===== src/hdl/point_in_region_test_core_macros.svh =====
// assertion macros for the region test core
`ifndef POINT_IN_REGION_TEST_CORE_MACROS_SVH
`define POINT_IN_REGION_TEST_CORE_MACROS_SVH

// same-cycle implication, disabled in reset
`define PIRT_ASSERT_NOW(lbl, ante, cons, msg) \
  lbl: assert property (@(posedge clk) disable iff (rst) (ante) |-> (cons)) else $error(msg);

// next-cycle implication, disabled in reset
`define PIRT_ASSERT_NEXT(lbl, ante, cons, msg) \
  lbl: assert property (@(posedge clk) disable iff (rst) (ante) |=> (cons)) else $error(msg);

`endif


===== src/hdl/pirt_pkg.sv =====
// package for the region test core: widths, region kinds, register indexes, types
package pirt_pkg;

  localparam int COORD_BITS   = 16;
  localparam int DIFF_BITS    = COORD_BITS + 1;
  localparam int DBL_BITS     = COORD_BITS + 2;
  localparam int SQ_BITS      = 2 * COORD_BITS;
  localparam int SUM_BITS     = SQ_BITS + 2;
  localparam int CFG_BITS     = 3 * COORD_BITS;
  localparam int KIND_BITS    = 3;
  localparam int REG_IDX_BITS = 3;

  localparam logic [KIND_BITS-1:0] KIND_BOX    = 3'd0;
  localparam logic [KIND_BITS-1:0] KIND_SPHERE = 3'd1;
  localparam logic [KIND_BITS-1:0] KIND_CYL_X  = 3'd2;
  localparam logic [KIND_BITS-1:0] KIND_CYL_Y  = 3'd3;
  localparam logic [KIND_BITS-1:0] KIND_CYL_Z  = 3'd4;

  localparam logic [REG_IDX_BITS-1:0] REG_REGION_KIND  = 3'd0;
  localparam logic [REG_IDX_BITS-1:0] REG_ANCHOR_X     = 3'd1;
  localparam logic [REG_IDX_BITS-1:0] REG_ANCHOR_Y     = 3'd2;
  localparam logic [REG_IDX_BITS-1:0] REG_ANCHOR_Z     = 3'd3;
  localparam logic [REG_IDX_BITS-1:0] REG_UPPER_CORNER = 3'd4;
  localparam logic [REG_IDX_BITS-1:0] REG_PERIOD_SIZE  = 3'd5;
  localparam logic [REG_IDX_BITS-1:0] REG_RADIUS       = 3'd6;
  localparam logic [REG_IDX_BITS-1:0] REG_HEIGHT       = 3'd7;

  typedef logic [COORD_BITS-1:0]        coord_t;
  typedef logic signed [DIFF_BITS-1:0]  diff_t;
  typedef logic signed [DBL_BITS-1:0]   dbl_t;
  typedef logic [SQ_BITS-1:0]           sq_t;
  typedef logic [SUM_BITS-1:0]          sum_t;

  typedef struct packed {
    logic       gate;
    logic       round;
    logic [2:0] axis_on;
  } flags_t;

endpackage


===== src/hdl/point_in_region_test_core.sv =====
// point in region test: one position per cycle through four register stages
// an accepted item moves through the v1, v2 and v3 stages and then raises out_valid
// throughput: one item per cycle when not stalled; diff, wrap, square and sum stages advance together
// a stalled output freezes the whole pipeline, so nothing is lost or repeated
// reset: synchronous, clears stage valids and all configuration registers to zero
`include "point_in_region_test_core_macros.svh"

module point_in_region_test_core (
  input  logic                                clk,
  input  logic                                rst,
  input  logic                                cfg_we,
  input  logic [pirt_pkg::REG_IDX_BITS-1:0]   cfg_index,
  input  logic [pirt_pkg::CFG_BITS-1:0]       cfg_data,
  input  logic                                in_valid,
  output logic                                in_stall,
  input  logic [pirt_pkg::COORD_BITS-1:0]     pos_x,
  input  logic [pirt_pkg::COORD_BITS-1:0]     pos_y,
  input  logic [pirt_pkg::COORD_BITS-1:0]     pos_z,
  output logic                                out_valid,
  input  logic                                out_stall,
  output logic                                inside_res
);
  import pirt_pkg::*;

  localparam int CB = COORD_BITS;

  logic [KIND_BITS-1:0] region_kind;
  coord_t               anchor_x;
  coord_t               anchor_y;
  coord_t               anchor_z;
  logic [CFG_BITS-1:0]  upper_corner;
  logic [CFG_BITS-1:0]  period_size;
  coord_t               radius;
  coord_t               height;

  logic adv;

  // stage registers
  logic   v1, v2, v3;
  diff_t  d1 [3];
  diff_t  d2 [3];
  sq_t    sq3 [3];
  sq_t    r2;
  flags_t flags1, flags2, flags3;

  // stage 1 combinational
  coord_t p [3];
  coord_t c [3];
  diff_t  d_next [3];
  dbl_t   ax_dbl;
  dbl_t   h_pos;
  logic   in_box;
  logic   axial_ok;
  logic   is_cyl;
  flags_t flags1_next;

  // stage 2 combinational
  diff_t  w_next [3];
  dbl_t   twice;
  dbl_t   per;
  dbl_t   adj;

  // stage 3 combinational
  diff_t  neg [3];
  coord_t mag [3];

  // output stage
  sum_t   sum;
  logic   res_next;

  // configuration
  always_ff @(posedge clk) begin
    if (rst) begin
      region_kind  <= '0;
      anchor_x     <= '0;
      anchor_y     <= '0;
      anchor_z     <= '0;
      upper_corner <= '0;
      period_size  <= '0;
      radius       <= '0;
      height       <= '0;
    end else if (cfg_we) begin
      unique case (cfg_index)
        REG_REGION_KIND:  region_kind  <= cfg_data[KIND_BITS-1:0];
        REG_ANCHOR_X:     anchor_x     <= cfg_data[CB-1:0];
        REG_ANCHOR_Y:     anchor_y     <= cfg_data[CB-1:0];
        REG_ANCHOR_Z:     anchor_z     <= cfg_data[CB-1:0];
        REG_UPPER_CORNER: upper_corner <= cfg_data;
        REG_PERIOD_SIZE:  period_size  <= cfg_data;
        REG_RADIUS:       radius       <= cfg_data[CB-1:0];
        REG_HEIGHT:       height       <= cfg_data[CB-1:0];
        default: ;
      endcase
    end
  end

  assign adv      = !out_valid || !out_stall;
  assign in_stall = !adv;

  // stage 1: differences, box bounds, axial extent
  always_comb begin
    p[0] = pos_x;
    p[1] = pos_y;
    p[2] = pos_z;
    c[0] = anchor_x;
    c[1] = anchor_y;
    c[2] = anchor_z;
    in_box = 1'b1;
    for (int k = 0; k < 3; k++) begin
      d_next[k] = $signed({1'b0, p[k]}) - $signed({1'b0, c[k]});
      if (p[k] < c[k] || p[k] > upper_corner[k*CB +: CB]) begin
        in_box = 1'b0;
      end
    end
    is_cyl = 1'b1;
    ax_dbl = '0;
    flags1_next.axis_on = 3'b111;
    case (region_kind)
      KIND_CYL_X: begin
        ax_dbl = {d_next[0], 1'b0};
        flags1_next.axis_on = 3'b110;
      end
      KIND_CYL_Y: begin
        ax_dbl = {d_next[1], 1'b0};
        flags1_next.axis_on = 3'b101;
      end
      KIND_CYL_Z: begin
        ax_dbl = {d_next[2], 1'b0};
        flags1_next.axis_on = 3'b011;
      end
      default: is_cyl = 1'b0;
    endcase
    h_pos    = $signed({2'b00, height});
    axial_ok = !is_cyl || (ax_dbl >= -h_pos && ax_dbl <= h_pos);
    flags1_next.round = is_cyl || (region_kind == KIND_SPHERE);
    if (region_kind == KIND_BOX) begin
      flags1_next.gate = in_box;
    end else begin
      flags1_next.gate = flags1_next.round && axial_ok;
    end
  end

  // stage 2: one minimum-image correction per axis
  always_comb begin
    for (int k = 0; k < 3; k++) begin
      twice = {d1[k], 1'b0};
      per   = $signed({2'b00, period_size[k*CB +: CB]});
      if (twice > per) begin
        adj = $signed({d1[k][DIFF_BITS-1], d1[k]}) - per;
      end else if (twice < -per) begin
        adj = $signed({d1[k][DIFF_BITS-1], d1[k]}) + per;
      end else begin
        adj = $signed({d1[k][DIFF_BITS-1], d1[k]});
      end
      w_next[k] = adj[DIFF_BITS-1:0];
    end
  end

  // stage 3: magnitudes for the squares
  always_comb begin
    for (int k = 0; k < 3; k++) begin
      neg[k] = -d2[k];
      mag[k] = d2[k][DIFF_BITS-1] ? neg[k][CB-1:0] : d2[k][CB-1:0];
    end
  end

  // output stage: sum of squares against radius squared for round kinds; every kind also needs the gate
  always_comb begin
    sum = {2'b00, sq3[0]} + {2'b00, sq3[1]} + {2'b00, sq3[2]};
    if (flags3.round) begin
      res_next = flags3.gate && (sum <= {2'b00, r2});
    end else begin
      res_next = flags3.gate;
    end
  end

  always_ff @(posedge clk) begin
    if (rst) begin
      v1        <= 1'b0;
      v2        <= 1'b0;
      v3        <= 1'b0;
      out_valid <= 1'b0;
    end else if (adv) begin
      v1        <= in_valid;
      v2        <= v1;
      v3        <= v2;
      out_valid <= v3;
    end
  end

  always_ff @(posedge clk) begin
    if (adv) begin
      d1     <= d_next;
      flags1 <= flags1_next;
      d2     <= w_next;
      flags2 <= flags1;
      for (int k = 0; k < 3; k++) begin
        if (flags2.axis_on[k]) begin
          sq3[k] <= sq_t'(mag[k]) * sq_t'(mag[k]);
        end else begin
          sq3[k] <= '0;
        end
      end
      r2         <= sq_t'(radius) * sq_t'(radius);
      flags3     <= flags2;
      inside_res <= res_next;
    end
  end

  `PIRT_ASSERT_NEXT(a_freeze, out_valid && out_stall, out_valid && $stable({v1, v2, v3}), "pipeline moved under stall")
  `PIRT_ASSERT_NEXT(a_enter, in_valid && !in_stall, v1, "accepted item not in first stage")
  `PIRT_ASSERT_NEXT(a_gate, adv && v3 && !flags3.gate, !inside_res, "failed gate gave inside")

endmodule


===== config.mk =====
export PLATFORM = sky130hd
export DESIGN_NAME = point_in_region_test_core
export DESIGN_NICKNAME = d
export VERILOG_FILES = /design/src/hdl/pirt_pkg.sv /design/src/hdl/point_in_region_test_core.sv
export VERILOG_INCLUDE_DIRS = /design/src /design/src/hdl
export SDC_FILE = /design/constraint.sdc
export NUM_CORES = 2
export LEC_CHECK = 0
export BUFFER_PORTS_ARGS = -buffer_cell sky130_fd_sc_hd__buf_2
export CAP_MARGIN = 40
export CORE_UTILIZATION = 40
export CTS_CLUSTER_SIZE = 28
export DETAILED_ROUTE_END_ITERATION = 10
export MAX_ROUTING_LAYER = met4
export PLACE_DENSITY = 0.64
export RECOVER_POWER = 25
export SYNTH_ARGS = -nofsm -noshare
export SYNTH_HDL_FRONTEND = slang
export SYNTH_SLANG_ARGS = --single-unit

===== constraint.sdc =====
create_clock -name clk -period 18.2 [get_ports clk]
set_clock_uncertainty 0.15 [all_clocks]
set_input_delay 2.73 -clock clk [delete_from_list [all_inputs] [get_ports clk]]
set_output_delay 2.73 -clock clk [all_outputs]
set_load 0.02 [all_outputs]

# [After elaboration in Yosys (flattened, before gate mapping)]
# Memory sizes are Yosys's and may differ from the RTL's.
# Index checks and enable logic that the tools add are counted.
[totals] regBits=330 mem_bits_rw=96 out_inout_bits=3 n_memories=1
[classes] add_sub_neg=18 n_mul=4 n_lt_le_gt_ge=15 n_eq_ne=11 muxes=38 n_bitwise=3 n_reduce_logical=24
[mem_list] memory="sq3" depth=3 width=32 rd=3 rd_ports_with_merged_regs=0 write_ports=3 line_no="point_in_region_test_core.sv:42" text="sq_t sq3 [3];"
[op_table] cell="multiplier 16 x 16 -> 32 bit" n=4
[op_table] cell="two-way mux 17 bit" n=6
[op_table] cell="two-way mux 32 bit" n=3
[op_table] cell="negation 16 -> 18 bit" n=4
[op_table] cell="greater-than comparator 18 x 17 -> 1 bit" n=3
[op_table] cell="< comparator 18 bit" n=3
[op_table] cell="case mux 18 bit (3 select lines)" n=1
[op_table] cell="adder 17 bit" n=3
[op_table] cell="subtractor 16 x 16 -> 17 bit" n=3
[op_table] cell="subtractor 17 bit" n=3
[op_table] cell="greater-than comparator 16 bit" n=3
[op_table] cell="< comparator 16 bit" n=3
[op_table] cell="two-way mux 16 bit" n=3
[op_table] cell="negation 16 bit" n=3
[op_table] cell="adder 33 x 32 -> 34 bit" n=1
[op_table] cell="less-or-equal comparator 34 x 32 -> 1 bit" n=1
[op_table] cell="adder 32 x 32 -> 33 bit" n=1
[op_table] cell="two-way mux 1 bit" n=24
[op_table] cell="greater-or-equal comparator 18 bit" n=1
[op_table] cell="less-or-equal comparator 18 x 17 -> 1 bit" n=1
[op_table] cell="AND reduction 2 bit" n=8
[op_table] cell="equality test 3 bit (second input constant)" n=5
[op_table] cell="equality test 3 x 2 -> 1 bit (second input constant)" n=4
[op_table] cell="case mux 3 bit (3 select lines)" n=1
[op_table] cell="other kinds (7)" n=21

# [Longest topological paths before layout]
[logic_depth] depth_word=7 mapped_depth=34

# [Worst setup path after synthesis]
# No wires, ideal clock.
[synth_path] path_kind="register -> register" start="register d2[34] (netlist name)" end="memory sq3[0][28] (netlist name), data pin" arrival_time_ns=7.897 setup_slack_ns=9.887 path_stages_with_launch=33 period_less_slack_ns=8.313 cell_sequence="edfxtp_1 clkinv_1 clkbuf_1 ha_1 nand2_1 or3_1 or3_1 and2_1 xnor2_1 inv_2 nand2_1 inv_1 fa_1 inv_1 fa_1 inv_1 fa_1 inv_1 fa_1 inv_1 fa_1 fa_1 ha_1 nand2_1 o21ai_0 a211oi_1 o31ai_1 a211oi_1 o21ai_0 a21o_1 a21oi_1 xor2_1 nor2_1"
[synth_rtl] item="start: declaration" line_no="point_in_region_test_core.sv:41" text="diff_t d2 [3];"
[synth_rtl] item="start signal: assignment" line_no="point_in_region_test_core.sv:195" text="d2 <= w_next;"
[synth_rtl] item="end: declaration" line_no="point_in_region_test_core.sv:42"

==> results.md <==
* Status: finished with violations
* Failing checks: max-capacitance violations, max-slew violations
* Crit share post-route at 53.0%
* All-Layer GR Usage at 21.9%
* Register area share after synthesis at 18.2%
* H-tree levels at 2
* Initial antenna violation count at 2
* CTS tree: done
* Die width at 382 µm
* Pin count of the biggest net entering global routing at 93
* Distinct cell type count after synthesis at 85
* Vias in the first global route at 46000
* Max Slew Vio Count at 172
* Row count at 139
* Drt first pass iters at 5
* Largest stage delay, worst path at 0.69 ns
* CTS Hold Bufs at 0
* Maxcap violations at 4
* Slew HR at -92.9%
* Final Hold Fails at 0
* Final WL at 155000 µm
* Total I/O pin count at 107
* Port Buffer Count at 106
* Post-Syn Area at 0.0577 mm²
* Synth warn at 0
* First-pass GRT wire length at 249000 µm
* Count leader, synth: inv_1
* Simple-gate portion of the synthesized area at 14.0%
* Post-route ant nets at 0
* Chip Height at 382 µm
* Async SR Flop Fraction at 0%
* Fraction of the mapped netlist area in adder cells at 40.7%
* Critical Path Sink Type: flip-flop
* Via count at 45400
* Synth area leaders: fa_1 (24%), ha_1 (17%), edfxtp_1 (11%), inv_1 (7.6%), dfxtp_1 (7.4%)
* Postcts setup bufs at 0
* CTS Buf Count at 52
* Area Growth Syn to Fin at 7.94%
* Routed len/inst at 18.0 µm
* Post-synth top cells: inv_1 (1161), nand2_1 (817), ha_1 (769), fa_1 (692), a21oi_1 (483)
* CTS max path bufs at 3
* Core box area at 0.143 mm²
* Clk slew on worst S/H paths at 0.06 ns
* Vias per cell at 5.28
* CTS Sinks at 422
* RD Place Congestion at 0.935
* Main combinational cell family by area after synthesis: adder cells
* Post-synth EDFFs at 208
* Critical path class: reg2reg
* RSZ-0062 raised after global routing: no
* Compound-Gate Fraction of Synth Area at 13.6%
* Yosys reg bits at 422
* Req. time, crit path at 18.42 ns
* Slowest cell on crit path: xnor2_1
* CP max FO at 19
* 1st-iter DRT viols at 2890
* Post-synth top area cell: fa_1
* Tmin final at 9.65 ns
* Die area at 0.146 mm²
* Setup_tns at 0 ns
* CP Launch Type: flip-flop
* Multiplexer area fraction after synthesis at 0.160%
* # DRC at 0
* Main synth FF type: dfxtp_1
* Clk root buf: clkbuf_16
* Total grt overflow at 0
* Least-Margin Pin Slew at 2.89 ns
* Synth Area in XOR/XNOR at 4.44%
* Crit-path most repeated cell: fa_1
* Synth Area per Inst at 8.73 µm²
* FILL cells at 14100
* Post-synth top area share at 24.0%
* Share of cells above drive strength 1 at 4.52%
* Layout Nets at 8232
* CTS-repair resized insts at 0
* Clock Latency Late Sink at 0.65 ns
* Syn Inst Count at 6610
* CP arrival at 9.87 ns
* Final setup violation count at 0
* Max frequency at 104 MHz
* HP Class: reg2reg
* Hpwl dp at 128000 µm
* Initial Util at 40.3%
final cells by class:
type                    instances  area (µm²)  share of cell area, %
multi-input cells            4836       42100                   67.6
flip-flops and latches        422       10500                   16.9
inverters                    1185        4450                   7.14
well taps                    1903        2380                   3.82
clock buffers                  71        1500                   2.41
repair buffers                170        1050                   1.68
clock inverters                26         258                  0.414
diodes                          2        5.00                0.00804
layer usage:
metal / routed length (µm) / track usage (%) / part of all wire (%)
met1: 69100 / 28.4 / 45
met2: 74800 / 36.7 / 48
met3: 6990 / 1.87 / 4.5
met4: 4130 / 5.91 / 2.7
met5: 0 / - / 0
cells in the final DEF (no fill, tap or decap), drive strengths merged, types with 79 or more instances in the layout:
| cell | count |
|---|---|
| inv | 1176 |
| nand2 | 817 |
| ha | 769 |
| fa | 692 |
| a21oi | 483 |
| nor2 | 467 |
| dfxtp | 214 |
| edfxtp | 208 |
| o21ai | 203 |
| xnor2 | 200 |
| buf | 158 |
| a21o | 133 |
| xor2 | 89 |
| clkbuf | 82 |
| nand2b | 79 |
cells by family after synthesis:
kind of cell,count (synthesis)
DFF,422
other,2
adders and majority gates,1461
buffers and inverters,1353
xor gates and xnor gates,289
muxes,9
AOI/OAI and AO/OA,1254
and+or+nand+nor,1820
per-stage QoR:
stage | instance area (µm²) | std cells | utilization (%) | setup slack, ns | hold WS (ns)
CTS | 62300 | 8613 | 43.5 | 8.57 | 0.270
floorplan | 57700 | 6611 | - | 9.89 | 0.250
detailed placement | 60600 | 8516 | 42.3 | 8.61 | 0.255
finish | 62300 | 8615 | 43.5 | 8.55 | 0.268
global placement | 60400 | 8502 | 42.1 | 8.73 | 0.253
global route | 62300 | 8615 | 43.5 | 7.93 | 0.275
worst max-delay path: cells and delay by family, from the launching register on:
kind            cells  cell delay [ns]
simple gates        6             1.34
xor+xnor            2             0.85
flops               1             0.49
fa+ha+maj           8             3.39
compound gates      7             2.13
buf+inv             5             1.04
registers in the layout, indices dropped and copies added (netlist names), 3 cells and up:
signal and flops:
sq3 93, anchor_y 16, anchor_z 16, d1 51, region_kind 3, anchor_x 16
flags1 5, period_size 48, radius 16, upper_corner 48, height 16, r2 31
d2 51, flags2 5
path summary, 6_finish.rpt:
path / from / end / slack, ns / cells after the start
worst min-delay path: flags2[4] / flags3[4] / 0.27 / 0
worst min register to register: flags2[4] / flags3[4] / 0.27 / 0
worst max-delay path: d2[34] / sq3[0][28] / 8.55 / 28
worst max register to register: d2[34] / sq3[0][28] / 8.55 / 28
Power is left out: the tool's default activity adds up to more than one toggle a clock period on the data nets, which glitch-free logic cannot reach.
